$ cat config.mk
export PLATFORM = sky130hd
export DESIGN_NAME = multi_led_blink_flash_controller
export DESIGN_NICKNAME = d
export VERILOG_FILES = /design/src/rtl/core/mlbf_pkg.sv /design/src/rtl/core/mlbf_ram.sv /design/src/rtl/core/mlbf_adv.sv /design/src/rtl/core/multi_led_blink_flash_controller.sv
export SDC_FILE = /design/constraint.sdc
export NUM_CORES = 1
export LEC_CHECK = 0
export BUFFER_PORTS_ARGS = -buffer_cell sky130_fd_sc_hd__buf_4
export CAP_MARGIN = 40
export CORE_MARGIN = 1.5
export CORE_UTILIZATION = 40
export CTS_BUF_LIST = sky130_fd_sc_hd__clkbuf_8
export CTS_CLUSTER_SIZE = 12
export DETAILED_ROUTE_END_ITERATION = 8
export HOLD_SLACK_MARGIN = 0.03
export RECOVER_POWER = 100
export SYNTH_ARGS = -nofsm -noshare
export SYNTH_HDL_FRONTEND = slang
export SYNTH_SLANG_ARGS = --single-unit
$ cat constraint.sdc
create_clock -name clk -period 4.34 [get_ports clk]
set_input_delay 0.868 -clock clk [delete_from_list [all_inputs] [get_ports clk]]
set_output_delay 0.868 -clock clk [all_outputs]
set_load 0.05 [all_outputs]
$ cat src/rtl/core/mlbf_pkg.sv
`default_nettype none

package mlbf_pkg;

	localparam int NUM_LEDS_DEF  = 8;
	localparam int MAX_BURST_DEF = 16;

	localparam int PERIOD_W = 6;
	localparam int DELAY_W  = 8;
	localparam int BURST_W  = 4;

	localparam logic [PERIOD_W-1:0] BLINK_PERIOD_RST = 6'd5;
	localparam logic [PERIOD_W-1:0] FLASH_PERIOD_RST = 6'd1;

	localparam logic [2:0] FUNC_TICK   = 3'd0;
	localparam logic [2:0] FUNC_SET    = 3'd1;
	localparam logic [2:0] FUNC_TOGGLE = 3'd2;
	localparam logic [2:0] FUNC_BLINK  = 3'd3;
	localparam logic [2:0] FUNC_FLASH  = 3'd4;
	localparam logic [2:0] FUNC_QUERY  = 3'd5;

	localparam logic REG_BLINK_PERIOD = 1'b0;
	localparam logic REG_FLASH_PERIOD = 1'b1;

	typedef enum logic [1:0] {
		MODE_OFF   = 2'd0,
		MODE_BLINK = 2'd1,
		MODE_FLASH = 2'd2
	} mode_t;

	typedef struct packed {
		logic [2:0] func;
		logic [7:0] led_index;
		logic       value;
		logic [7:0] burst_count;
	} cmd_t;

	typedef struct packed {
		logic       accepted;
		logic       led_level;
		logic [1:0] led_mode;
		logic [7:0] pin_levels;
	} res_t;

	typedef struct packed {
		mode_t               mode;
		logic [DELAY_W-1:0]  delay_left;
		logic [PERIOD_W-1:0] period;
		logic [BURST_W-1:0]  burst_length;
		logic [BURST_W-1:0]  burst_left;
	} led_ent_t;

endpackage

`default_nettype wire

$ cat src/rtl/core/mlbf_ram.sv
`default_nettype none

module mlbf_ram #(
	parameter int WIDTH = 8,
	parameter int DEPTH = 8,
	localparam int AW = (DEPTH > 1) ? $clog2(DEPTH) : 1
) (
	input  wire logic             clk,
	input  wire logic             we,
	input  wire logic [AW-1:0]    waddr,
	input  wire logic [WIDTH-1:0] wdata,
	input  wire logic             re,
	input  wire logic [AW-1:0]    raddr,
	output logic      [WIDTH-1:0] rdata
);

	logic [WIDTH-1:0] mem_q [DEPTH];

	always_ff @(posedge clk) begin
		if (we) begin
			mem_q[waddr] <= wdata;
		end
		if (re) begin
			rdata <= mem_q[raddr];
		end
	end

endmodule

`default_nettype wire

$ cat src/rtl/core/mlbf_adv.sv
`default_nettype none

module mlbf_adv (
	input  wire mlbf_pkg::led_ent_t ent,
	input  wire logic               ent_valid,
	input  wire logic               lvl,
	output mlbf_pkg::led_ent_t      ent_n,
	output logic                    lvl_n,
	output logic                    we
);

	import mlbf_pkg::*;

	logic                running;
	logic [BURST_W-1:0]  bl_dec;
	logic [8:0]          pause_x5;
	logic [DELAY_W-1:0]  pause;

	assign running  = ent_valid && (ent.mode == MODE_BLINK || ent.mode == MODE_FLASH);
	assign bl_dec   = ent.burst_left - 1'b1;
	assign pause_x5 = {1'b0, ent.period, 2'b00} + {3'b000, ent.period};
	assign pause    = pause_x5[8] ? 8'hFF : pause_x5[7:0];
	assign we       = running;

	always_comb begin
		ent_n = ent;
		lvl_n = lvl;
		if (running) begin
			if (ent.delay_left != '0) begin
				ent_n.delay_left = ent.delay_left - 1'b1;
			end else begin
				lvl_n = ~lvl;
				if (ent.burst_length != '0 && lvl) begin
					// falling edge uses up one count of the burst
					ent_n.burst_left = bl_dec;
					if (bl_dec != '0) begin
						ent_n.delay_left = {2'b00, ent.period};
					end else if (ent.mode == MODE_BLINK) begin
						ent_n.delay_left = pause;
						ent_n.burst_left = ent.burst_length;
					end else begin
						ent_n.mode = MODE_OFF;
					end
				end else begin
					ent_n.delay_left = {2'b00, ent.period};
				end
			end
		end
	end

endmodule

`default_nettype wire

$ cat src/rtl/core/multi_led_blink_flash_controller.sv
// channel   handshake          payload
// command   start, busy        cmd (func, led_index, value, burst_count)
// result    done               result (accepted, led_level, led_mode, pin_levels)
// config    cfg_we             cfg_addr, cfg_wdata
//
// tick: the advance unit walks the led table one entry a cycle, then reads the addressed led
// other commands: update, table read of the addressed led, result
// done is high for one cycle, in the same cycle that busy drops; the receiver cannot stall
// a new request may start while done is high
// reset: all leds low and off, blink period 5, flash period 1

`default_nettype none

module multi_led_blink_flash_controller #(
	parameter int NUM_LEDS  = mlbf_pkg::NUM_LEDS_DEF,
	parameter int MAX_BURST = mlbf_pkg::MAX_BURST_DEF
) (
	input  wire logic                          clk,
	input  wire logic                          arst_n,
	input  wire logic                          start,
	output logic                               busy,
	input  wire mlbf_pkg::cmd_t                cmd,
	output logic                               done,
	output mlbf_pkg::res_t                     result,
	input  wire logic                          cfg_we,
	input  wire logic                          cfg_addr,
	input  wire logic [mlbf_pkg::PERIOD_W-1:0] cfg_wdata
);

	import mlbf_pkg::*;

	localparam int IDX_W = (NUM_LEDS > 1) ? $clog2(NUM_LEDS) : 1;
	localparam int PIN_N = (NUM_LEDS < 8) ? NUM_LEDS : 8;
	localparam logic [IDX_W-1:0] LAST_IDX = IDX_W'(NUM_LEDS - 1);
	localparam logic [7:0] NUM_LEDS_B = 8'(NUM_LEDS);
	localparam logic [7:0] MAX_BURST_B = 8'(MAX_BURST);
	localparam int ENT_W = $bits(led_ent_t);

	typedef enum logic [1:0] {
		S_IDLE,
		S_SWEEP,
		S_FIN_RD,
		S_FIN
	} state_t;

	state_t                 state_q;
	cmd_t                   cmd_q;
	logic                   acc_q;
	logic [IDX_W-1:0]       p_q;
	logic [NUM_LEDS-1:0]    level_q;
	logic [NUM_LEDS-1:0]    valid_q;
	logic [PERIOD_W-1:0]    blink_q;
	logic [PERIOD_W-1:0]    flash_q;
	logic                   done_q;
	res_t                   result_q;

	logic                   in_ok;
	logic                   burst_ok;
	logic [IDX_W-1:0]       in_idx;
	logic                   q_ok;
	logic [IDX_W-1:0]       q_idx;
	led_ent_t               new_ent;
	led_ent_t               rd_ent;
	led_ent_t               adv_ent;
	logic                   adv_lvl;
	logic                   adv_we;
	logic [7:0]             pins;

	logic                   ram_we;
	logic [IDX_W-1:0]       ram_waddr;
	logic [ENT_W-1:0]       ram_wdata;
	logic                   ram_re;
	logic [IDX_W-1:0]       ram_raddr;
	logic [ENT_W-1:0]       ram_rdata;

	assign busy     = (state_q != S_IDLE);
	assign done     = done_q;
	assign result   = result_q;

	assign in_ok    = (cmd.led_index < NUM_LEDS_B);
	assign burst_ok = (cmd.burst_count < MAX_BURST_B);
	assign in_idx   = cmd.led_index[IDX_W-1:0];
	assign q_ok     = (cmd_q.led_index < NUM_LEDS_B);
	assign q_idx    = cmd_q.led_index[IDX_W-1:0];
	assign rd_ent   = led_ent_t'(ram_rdata);

	always_comb begin
		new_ent              = '0;
		new_ent.mode         = (cmd.func == FUNC_BLINK) ? MODE_BLINK : MODE_FLASH;
		new_ent.period       = (cmd.func == FUNC_BLINK) ? blink_q : flash_q;
		new_ent.delay_left   = {2'b00, new_ent.period};
		new_ent.burst_length = cmd.burst_count[BURST_W-1:0];
		new_ent.burst_left   = cmd.burst_count[BURST_W-1:0];
	end

	always_comb begin
		pins = '0;
		for (int i = 0; i < PIN_N; i++) begin
			pins[i] = level_q[i];
		end
	end

	mlbf_adv u_adv (
		.ent       (rd_ent),
		.ent_valid (valid_q[p_q]),
		.lvl       (level_q[p_q]),
		.ent_n     (adv_ent),
		.lvl_n     (adv_lvl),
		.we        (adv_we)
	);

	always_comb begin
		ram_we    = 1'b0;
		ram_waddr = p_q;
		ram_wdata = ENT_W'(adv_ent);
		ram_re    = 1'b0;
		ram_raddr = '0;
		unique case (state_q)
			S_IDLE: begin
				if (start) begin
					if (cmd.func == FUNC_TICK) begin
						ram_re = 1'b1;
					end else if ((cmd.func == FUNC_BLINK || cmd.func == FUNC_FLASH)
							&& in_ok && burst_ok) begin
						ram_we    = 1'b1;
						ram_waddr = in_idx;
						ram_wdata = ENT_W'(new_ent);
					end
				end
			end
			S_SWEEP: begin
				ram_we = adv_we;
				if (p_q != LAST_IDX) begin
					ram_re    = 1'b1;
					ram_raddr = p_q + 1'b1;
				end
			end
			S_FIN_RD: begin
				ram_re    = 1'b1;
				ram_raddr = q_idx;
			end
			S_FIN: begin
			end
			default: begin
			end
		endcase
	end

	mlbf_ram #(
		.WIDTH (ENT_W),
		.DEPTH (NUM_LEDS)
	) u_tbl (
		.clk   (clk),
		.we    (ram_we),
		.waddr (ram_waddr),
		.wdata (ram_wdata),
		.re    (ram_re),
		.raddr (ram_raddr),
		.rdata (ram_rdata)
	);

	always_ff @(posedge clk or negedge arst_n) begin
		if (!arst_n) begin
			state_q  <= S_IDLE;
			cmd_q    <= '0;
			acc_q    <= 1'b0;
			p_q      <= '0;
			level_q  <= '0;
			valid_q  <= '0;
			blink_q  <= BLINK_PERIOD_RST;
			flash_q  <= FLASH_PERIOD_RST;
			done_q   <= 1'b0;
			result_q <= '0;
		end else begin
			done_q <= 1'b0;
			if (cfg_we) begin
				unique case (cfg_addr)
					REG_BLINK_PERIOD: blink_q <= cfg_wdata;
					REG_FLASH_PERIOD: flash_q <= cfg_wdata;
					default: begin
					end
				endcase
			end
			unique case (state_q)
				S_IDLE: begin
					if (start) begin
						cmd_q   <= cmd;
						acc_q   <= 1'b0;
						state_q <= S_FIN_RD;
						unique case (cmd.func) inside
							FUNC_TICK: begin
								acc_q   <= 1'b1;
								p_q     <= '0;
								state_q <= S_SWEEP;
							end
							FUNC_SET: begin
								if (in_ok) begin
									level_q[in_idx] <= cmd.value;
									// an invalid entry reads as mode off
									valid_q[in_idx] <= 1'b0;
									acc_q           <= 1'b1;
								end
							end
							FUNC_TOGGLE: begin
								if (in_ok) begin
									level_q[in_idx] <= ~level_q[in_idx];
									acc_q           <= 1'b1;
								end
							end
							FUNC_BLINK, FUNC_FLASH: begin
								if (in_ok && burst_ok) begin
									level_q[in_idx] <= 1'b1;
									valid_q[in_idx] <= 1'b1;
									acc_q           <= 1'b1;
								end
							end
							FUNC_QUERY: begin
								acc_q <= in_ok;
							end
							default: begin
							end
						endcase
					end
				end
				S_SWEEP: begin
					level_q[p_q] <= adv_lvl;
					p_q          <= p_q + 1'b1;
					if (p_q == LAST_IDX) begin
						state_q <= S_FIN_RD;
					end
				end
				S_FIN_RD: begin
					state_q <= S_FIN;
				end
				S_FIN: begin
					done_q              <= 1'b1;
					result_q.accepted   <= acc_q;
					result_q.led_level  <= q_ok && level_q[q_idx];
					result_q.led_mode   <= (q_ok && valid_q[q_idx]) ? rd_ent.mode : MODE_OFF;
					result_q.pin_levels <= pins;
					state_q             <= S_IDLE;
				end
				default: begin
					state_q <= S_IDLE;
				end
			endcase
		end
	end

`ifndef SYNTHESIS
	a_start_busy: assert property (@(posedge clk) disable iff (!arst_n)
		(start && !busy) |=> busy)
		else $error("request taken but block not busy");

	a_done_idle: assert property (@(posedge clk) disable iff (!arst_n)
		done |-> !busy)
		else $error("result strobe while busy");

	a_done_fin: assert property (@(posedge clk) disable iff (!arst_n)
		done |-> $past(state_q == S_FIN))
		else $error("result strobe without finish state");

	a_mode_code: assert property (@(posedge clk) disable iff (!arst_n)
		done |-> (result.led_mode != 2'd3))
		else $error("unknown mode reported");
`endif

endmodule

`default_nettype wire

==> run summary, run 1 <==
• finished, violations left — status
• capacitance limit, slew limit — violations in the final reports
• 5 — Detailed Routing Iterations Pass 1
• sky130_fd_sc_hd__edfxtp_1 50%, sky130_fd_sc_hd__dfrtp_1 10%, sky130_fd_sc_hd__nand2_1 4.6%, sky130_fd_sc_hd__mux2_2 4.1%, sky130_fd_sc_hd__nand3b_1 2.9% — top post-synthesis cells by area
• 8678 — vias in the first global route
• 3.025 ns — actual transition at the worst max-transition pin
• 50.18% — portion of synthesized cell area occupied by the leading cell type
• 44 — buffers added on ports
• reg2reg — type of the worst min-delay path
• 45.77% — final core utilization
• 0 — number of setup violations in the final report
• 14640 um — sum of routed wire segments on met1
• 81 — final max-slew violation count
• 0 ns — Setup Total Neg Slack
• 278.8 MHz — max frequency
• acc_q — Hold Crit Start
• 15530 um — length of routed met2 wiring
• 0.71 ns — CP peak stage delay
• 40.75% — initial core utilization
• 0 — number of antenna violations at the first check in global routing
• 271 — Yosys reg bits
• 665.5 mW/mm^2 — Pwr per Cell Area
• 51340 um — first-pass GRT wire length
• sky130_fd_sc_hd__clkbuf_8 — cell at the root of the clock tree
• 0.01292 mm^2 — netlist area before placement
• 0.06 ns — Worst-path clk slew
• register — startpoint types
• 182.8 um — Chip Height
• 12.11 um^2 — Syn Area/Cell
• 0 — number of setup buffers added after CTS
• 8 — critical-path maximum fanout
• 20.26% — GRT Overall Usage
• 0 — post-CTS resize count
• sky130_fd_sc_hd__o31ai_2 — highest-delay cell along the critical path
• 763 — count of routing violations after the opening detailed-route iteration
• sky130_fd_sc_hd__edfxtp_1 — top cell type by total area after synthesis
• 0.8704 — final RePlAce weighted congestion
• 97 — pin count of the biggest net entering global routing
• 0 — Yosys warning total
• u_tbl.rdata[0] — origin of the critical flop-to-flop path
• 2 — total number of H-tree levels
• 33530 um — aggregate routed wire length
• 1113 — number of nets produced by synthesis
• 74 — Distinct cells, synth
• 0.009661 W — total power of the final layout
• 0 — final routed DRC violation total
• u_tbl.rdata[0] — Crit. Startpoint
• 2 — number of violations of the max-capacitance limit
• 18.95% — share of layout cells above drive strength 1
• 0.03340 mm^2 — Die Outline Area
• sky130_fd_sc_hd__edfxtp_1 — main flop type after synthesis
• 0 — number of nets still failing antenna checks after routing
• false — unrepaired setup endpoints after global routing
• 0 — number of inserted diodes
• 47 — number of buffers created by CTS
• 0 — Final Hold Vio Count
• 271 — clk sink count
• 182.8 um — Die W
• reg2reg — start-to-end type of the worst setup path
• 12.32% — Syn-to-layout area delta
• 21.45 um — routed length per instance
• 5.094 nW — leakage power of the design
• 0.03202 ns — clk_skew
• -101.6% — Max-slew headroom
• 1 — buffers and inverters on the worst path
• 1563 — number of standard cells in the layout, taps in and fillers out
• 1170 — post-layout net count
• 1477 — number of instances in the placed design
• 3.586 ns — final critical-path required period
• yes — TritonCTS clock tree
• 45 — boundary pin count
• inv_1 > ha_1 > or3b_2 > o31ai_2 > and2_0 > a211oi_1 > o21ai_0 — ordered cell list for the critical path
• register — nature of the critical path endpoint
• 3.84 ns — critical path data arrival time
• 3 — deepest clock path buffer count
• 0.03172 mm^2 — area of the core region
• 5.710 — vias per cell
• compound AO/OA/AOI/OAI gates — CP delay by family, top
• 2124 um — DR WL met3
• 216 — number of synthesized flops with an enable pin
• 20.30% — ys async rst share
• 0 — cts hold-fix bufs
• 8925 — total number of vias
• met4 — top routing layer used
• 20990 um — HPWL Detailed
• 82.63% — final critical-path share of the clock period
• 65 — FP Rows
• 0 — total grt overflow
• 0.59 ns — Worst-Skew Late Latency
• 4.59 ns — required time at the worst-slack endpoint
• 1067 — Cells after Synth
• 0.3078 mV — IR drop worst, VDD
• 60.86% — post-synthesis sequential area ratio
-- final cells by class --
cell class	count	area, um^2
Fill cell	2908	17200
Sequential cell	271	7866
Multi-Input combinational cell	711	4723
Clock buffer	47	646.9
Tap cell	402	503.0
Timing Repair Buffer	75	489.2
Clock inverter	39	221.5
Inverter	18	67.56
-- cells by family after synthesis --
logic type	after synthesis	share of synthesized area [%]
fa+ha+maj	15	1.510
compound gates	230	12.46
mux	71	6.573
simple gates	393	15.66
flops	271	60.86
buf+inv	85	2.798
xor+xnor	2	0.1356
-- cells in the final DEF, fill, tap and decap left out, types with 38 or more instances in the layout --
master	n
sky130_fd_sc_hd__a21oi_1	51
sky130_fd_sc_hd__edfxtp_1	216
sky130_fd_sc_hd__dfrtp_1	52
sky130_fd_sc_hd__clkbuf_8	47
sky130_fd_sc_hd__buf_4	38
sky130_fd_sc_hd__mux2_2	47
sky130_fd_sc_hd__nand3b_1	50
sky130_fd_sc_hd__o211ai_1	50
sky130_fd_sc_hd__nand3_1	68
sky130_fd_sc_hd__nand2_1	157
-- power by group --
group,leakage (nW),switching [W],internal (W),total [W]
Clock,0.501,0.00107,0.00109,0.00216
Combinational,1.93,0.00240,0.00126,0.00366
Sequential,2.67,0.000349,0.00350,0.00384
-- sequential cells by signal, indices dropped and copies added (netlist names), named ones only --
register / cells
blink_q: 6
flash_q: 6
acc_q: 1
done: 1
state_q: 2
result: 12
u_tbl.rdata: 24
p_q: 3
cmd_q: 8
u_tbl.mem_q: 192
level_q: 8
-- cells in the mapped netlist, types with 7 or more instances --
master	instances
sky130_fd_sc_hd__a211oi_1	8
sky130_fd_sc_hd__a21oi_1	51
sky130_fd_sc_hd__a31o_2	25
sky130_fd_sc_hd__and2_1	8
sky130_fd_sc_hd__buf_2	13
sky130_fd_sc_hd__clkbuf_1	45
sky130_fd_sc_hd__dfrtp_1	52
sky130_fd_sc_hd__edfxtp_1	216
sky130_fd_sc_hd__ha_1	14
sky130_fd_sc_hd__inv_1	18
sky130_fd_sc_hd__mux2_2	47
sky130_fd_sc_hd__mux2i_1	12
sky130_fd_sc_hd__nand2_1	159
sky130_fd_sc_hd__nand3_1	68
sky130_fd_sc_hd__nand3b_1	50
sky130_fd_sc_hd__nor2_1	34
sky130_fd_sc_hd__nor2b_1	13
sky130_fd_sc_hd__nor3_1	16
sky130_fd_sc_hd__nor3b_1	9
sky130_fd_sc_hd__o211ai_1	50
sky130_fd_sc_hd__o21a_1	7
sky130_fd_sc_hd__o21ai_0	26
sky130_fd_sc_hd__o22ai_1	12
sky130_fd_sc_hd__o311ai_0	7
-- through the flow --
step | hold WS (ns) | instance area (um^2) | setup WS [ns]
after floorplan | 0.4444 | 12920 | 0.6999
after global placement | 0.4630 | 13770 | 0.8451
after detailed placement | 0.4784 | 13780 | 0.7987
after CTS | 0.3534 | 14650 | 1.043
after global routing | 0.5177 | 14520 | 0.5414
final | 0.4941 | 14520 | 0.7537
-- metal layers --
layer | GRT usage [%] | vias to the layer above
li1 | - | 4170
met1 | 27.74 | 4366
met2 | 32.12 | 305
met3 | 3.554 | 84
met4 | 8.066 | 0
met5 | 0 | -
-- path summary, 6_finish.rpt --
kind / cells past startpoint / slack [ns] / to
max in group asynchronous: 1 / 1.34 / flash_q[2]
max reg2reg: 7 / 0.75 / u_tbl.mem_q[1][18]
max: 7 / 0.75 / u_tbl.mem_q[1][18]
min reg2reg: 2 / 0.49 / acc_q
min: 2 / 0.49 / acc_q
min in group asynchronous: 1 / 1.28 / done
-- worst register-to-register path, cell delays in order (launching register included) --
cell and delay (ns):
sky130_fd_sc_hd__edfxtp_1 0.48, sky130_fd_sc_hd__inv_1 0.10, sky130_fd_sc_hd__ha_1 0.25, sky130_fd_sc_hd__or3b_2 0.48, sky130_fd_sc_hd__o31ai_2 0.71, sky130_fd_sc_hd__and2_0 0.40, sky130_fd_sc_hd__a211oi_1 0.13, sky130_fd_sc_hd__o21ai_0 0.70
No activity file was read; power rests on OpenSTA's default activity.
==> inputs of run 2 (changes only) <==
--- a/config.mk
+++ b/config.mk
@@ -5,6 +5,7 @@
 export SDC_FILE = /design/constraint.sdc
 export NUM_CORES = 1
 export LEC_CHECK = 0
+export ABC_AREA = 1
 export BUFFER_PORTS_ARGS = -buffer_cell sky130_fd_sc_hd__buf_4
 export CAP_MARGIN = 40
 export CORE_MARGIN = 1.5
==> constraint.sdc (replaced) <==
create_clock -name clk -period 3.6 [get_ports clk]
set_input_delay 0.72 -clock clk [delete_from_list [all_inputs] [get_ports clk]]
set_output_delay 0.72 -clock clk [all_outputs]
set_load 0.05 [all_outputs]
==> run 2 against run 1 <==
First-iteration DRC count up 6.0%. Synthesized cell count up 24%. The flow now finishes without violations. Highest routed layer unchanged. Synthesized area up 0.76%. Critical endpoint is now u_tbl.rdata[19]. Setup slack worse by 0.32 ns. Largest cell class unchanged. Clock skew down 0.0036 ns. Clock-buffer cell count up 2.
==> run summary, run 2 <==
• 5.233 — vias per cell, was 5.710
• sky130_fd_sc_hd__nand2_1 — most frequent standard cell in the layout excluding fill and tap cells, was sky130_fd_sc_hd__edfxtp_1
• 3 — deepest clock path buffer count, unchanged
• 0.8979 — final RePlAce weighted congestion, was 0.8704
• 3 — buffers and inverters on the worst path, was 1
• 0 — number of setup violations in the final report, unchanged
• 0 — number of setup buffers added after CTS, unchanged
• 192 — flip-flop count of the largest register after layout, unchanged
• 0 — total grt overflow, unchanged
• 19.88% — GRT Overall Usage, was 20.26%
• 0.58 ns — Worst-Skew Late Latency, was 0.59 ns
• 274 x sky130_fd_sc_hd__nand2_1, 216 x sky130_fd_sc_hd__edfxtp_1, 161 x sky130_fd_sc_hd__nor2_1, 138 x sky130_fd_sc_hd__inv_1, 122 x sky130_fd_sc_hd__o21ai_0 — most used cells in the layout excluding fill and tap cells, was 216 x sky130_fd_sc_hd__edfxtp_1, 157 x sky130_fd_sc_hd__nand2_1, 68 x sky130_fd_sc_hd__nand3_1, 52 x sky130_fd_sc_hd__dfrtp_1, 51 x sky130_fd_sc_hd__a21oi_1
• 1374 — number of nets produced by synthesis, was 1113
• 60.41% — post-synthesis sequential area ratio, was 60.86%
• 49.81% — portion of synthesized cell area occupied by the leading cell type, was 50.18%
• 5 — Detailed Routing Iterations Pass 1, unchanged
• 3.58 ns — critical path data arrival time, was 3.84 ns
• sky130_fd_sc_hd__clkbuf_2 — highest-delay cell along the critical path, was sky130_fd_sc_hd__o31ai_2
• register — nature of the critical path endpoint, unchanged
• 0 — cts hold-fix bufs, unchanged
• 1436 — post-layout net count, was 1170
• 51560 um — first-pass GRT wire length, was 51340 um
• 29.27% — Max-slew headroom, was -101.6%
• state_q[0] — Crit. Startpoint, was u_tbl.rdata[0]
• 0 — Yosys warning total, unchanged
• 2 — total number of H-tree levels, unchanged
• register — startpoint types, unchanged
• 5.968 nW — leakage power of the design, was 5.094 nW
• 0.06 ns — Worst-path clk slew, about the same
• u_tbl.mem_q — Most flops, register, unchanged
• 20570 um — HPWL Detailed, was 20990 um
• 32630 um — aggregate routed wire length, was 33530 um
• finished, final reports clean — status, was finished, violations left
• 0 — number of violations of the max-capacitance limit, was 2
• sky130_fd_sc_hd__clkbuf_8 — cell at the root of the clock tree, unchanged
• 1328 — Cells after Synth, was 1067
• sky130_fd_sc_hd__nor2_1 — Critical Path Most Common Cell
• 183.4 um — Die W, was 182.8 um
• sky130_fd_sc_hd__edfxtp_1 50%, sky130_fd_sc_hd__dfrtp_1 10%, sky130_fd_sc_hd__nand2_1 7.9%, sky130_fd_sc_hd__nor2_1 4.8%, sky130_fd_sc_hd__inv_1 3.5% — top post-synthesis cells by area, was sky130_fd_sc_hd__edfxtp_1 50%, sky130_fd_sc_hd__dfrtp_1 10%, sky130_fd_sc_hd__nand2_1 4.6%, sky130_fd_sc_hd__mux2_2 4.1%, sky130_fd_sc_hd__nand3b_1 2.9%
• 4.01 ns — required time at the worst-slack endpoint, was 4.59 ns
• 216 — number of synthesized flops with an enable pin, unchanged
• 809 — count of routing violations after the opening detailed-route iteration, was 763
• 315.4 MHz — max frequency, was 278.8 MHz
• 13.01% — Syn-to-layout area delta, was 12.32%
• 0 — final routed DRC violation total, unchanged
• 11.58% — share of layout cells above drive strength 1, was 18.95%
• 273 x sky130_fd_sc_hd__nand2_1, 216 x sky130_fd_sc_hd__edfxtp_1, 166 x sky130_fd_sc_hd__nor2_1 — leading post-synthesis cells by instance count, was 216 x sky130_fd_sc_hd__edfxtp_1, 159 x sky130_fd_sc_hd__nand2_1, 68 x sky130_fd_sc_hd__nand3_1
• 271 — clk sink count, unchanged
• sky130_fd_sc_hd__edfxtp_1 — main flop type after synthesis, unchanged
• reg2reg — start-to-end type of the worst setup path, unchanged
• 23 — critical-path maximum fanout, was 8
• sky130_fd_sc_hd__edfxtp_1 — top cell type by total area after synthesis, unchanged
• 0.02844 ns — clk_skew, was 0.03202 ns
• buffers and inverters — CP delay by family, top, was compound AO/OA/AOI/OAI gates
• 3.170 ns — final critical-path required period, was 3.586 ns
• 0 — post-CTS resize count, unchanged
• 0.01302 mm^2 — netlist area before placement, was 0.01292 mm^2
• 0 — final max-slew violation count, was 81
• 183.4 um — Chip Height, was 182.8 um
• 0 — number of inserted diodes, unchanged
• 0.03365 mm^2 — Die Outline Area, was 0.03340 mm^2
• 17.54 um — routed length per instance, was 21.45 um
• state_q[0] — origin of the critical flop-to-flop path, was u_tbl.rdata[0]
• 44 — Distinct cells, synth, was 74
• 65 — FP Rows, unchanged
• 0.52 ns — CP peak stage delay, was 0.71 ns
• 271 — Yosys reg bits, unchanged
• 88.07% — final critical-path share of the clock period, was 82.63%
• 46.28% — final core utilization, was 45.77%
• 0.03180 mm^2 — area of the core region, was 0.03172 mm^2
• 40.95% — initial core utilization, was 40.75%
• 0 — number of antenna violations at the first check in global routing, unchanged
• 0 ns — Setup Total Neg Slack, unchanged
• 0 — number of nets still failing antenna checks after routing, unchanged
• sky130_fd_sc_hd__nand2_1 — library cell with the highest instance count after synthesis, was sky130_fd_sc_hd__edfxtp_1
• 781.2 mW/mm^2 — Pwr per Cell Area, was 665.5 mW/mm^2
• 0.3460 mV — IR drop worst, VDD, was 0.3078 mV
• 9360 — vias in the first global route, was 8678
• 9733 — total number of vias, was 8925
• 9.806 um^2 — Syn Area/Cell, was 12.11 um^2
• yes — TritonCTS clock tree, unchanged
• 0 — Final Hold Vio Count, unchanged
• 45 — number of buffers created by CTS, was 47
• 1.052 ns — actual transition at the worst max-transition pin, was 3.025 ns
• 45 — boundary pin count, unchanged
• false — unrepaired setup endpoints after global routing, unchanged
• 56 — pin count of the biggest net entering global routing, was 97
• 20.30% — ys async rst share, unchanged
• 3041 — fill cell instance count of the final layout, was 2908
• ha_1 > buf_4 > inv_1 > or2_0 > o22ai_2 > nand2_1 > clkbuf_2 > o211ai_1 > o21ai_0 > nor2_1 > nor2_1 — ordered cell list for the critical path, was inv_1 > ha_1 > or3b_2 > o31ai_2 > and2_0 > a211oi_1 > o21ai_0
• in2async — type of the worst min-delay path, was reg2reg
• 44 — buffers added on ports, unchanged
-- run 2: metrics by stage --
step                std cells  total power, W  hold slack [ns]  setup WS [ns]  area [um^2]
floorplan                1328        0.007602           0.4244         0.3731        13020
global route             1860         0.01230           0.2342         0.2147        14720
global placement         1777        0.008986           0.4648         0.5553        13960
detailed placement       1778        0.009049           0.4697         0.4639        13970
finish                   1860         0.01150           0.1928         0.4297        14720
CTS                      1860         0.01171           0.1963         0.6971        14850
-- run 2: kinds of logic (layout without fill, tap and decap cells) --
| family | Yosys count | count (layout) | synth area share (%) |
|---|---|---|---|
| multiplexers | 1 | 1 | 0.08647 |
| XOR/XNOR | 3 | 3 | 0.2018 |
| flip-flops | 271 | 271 | 60.41 |
| AO/OA/AOI/OAI | 293 | 293 | 13.87 |
| AND/OR/NAND/NOR | 559 | 559 | 17.96 |
| adder cells (fa/ha/maj) | 15 | 15 | 1.499 |
| buffers and inverters | 186 | 283 | 5.976 |
-- run 2: layout make-up --
class	count	area, um^2	share of cell area [%]
clock inverter	33	203.9	1.386
inverter	129	484.2	3.290
multi-input combinational	871	4400	29.90
tap	435	544.3	3.698
sequential	271	7866	53.45
timing repair buffer	72	543.0	3.690
clock buffer	49	674.4	4.583
-- run 2: routing by layer --
layer  vias up  global-route usage (%)  part of all wire (%)
li1       4703                       -                     -
met1      4702                   26.20                    44
met2       266                   33.02                    48
met3        62                   3.249                   5.2
met4         0                   7.475                   3.0
met5         -                       0                     0
-- run 2: path summary, 6_finish.rpt --
path                                         to  slack [ns]  cells after the start
min in group clk                      cmd_q[14]        0.38                      3
worst min register to register            acc_q        0.48                      1
worst max register to register  u_tbl.rdata[19]        0.43                     11
max in group asynchronous            level_q[3]        2.89                      1
worst max-delay path            u_tbl.rdata[19]        0.43                     11
worst min-delay path                 blink_q[3]        0.19                      1
-- run 2: where the power goes --
part           internal [W]  switching [W]
Combinational       0.00128        0.00305
Sequential          0.00420       0.000333
Clock               0.00141        0.00122
Total               0.00689        0.00461
-- run 2: worst register-to-register path: stages (launching register included) --
cell and delay, ns:
sky130_fd_sc_hd__dfrtp_1 0.41, sky130_fd_sc_hd__ha_1 0.22, sky130_fd_sc_hd__buf_4 0.19, sky130_fd_sc_hd__inv_1 0.52, sky130_fd_sc_hd__or2_0 0.35, sky130_fd_sc_hd__o22ai_2 0.10
sky130_fd_sc_hd__nand2_1 0.15, sky130_fd_sc_hd__clkbuf_2 0.52, sky130_fd_sc_hd__o211ai_1 0.18, sky130_fd_sc_hd__o21ai_0 0.11, sky130_fd_sc_hd__nor2_1 0.06, sky130_fd_sc_hd__nor2_1 0.19
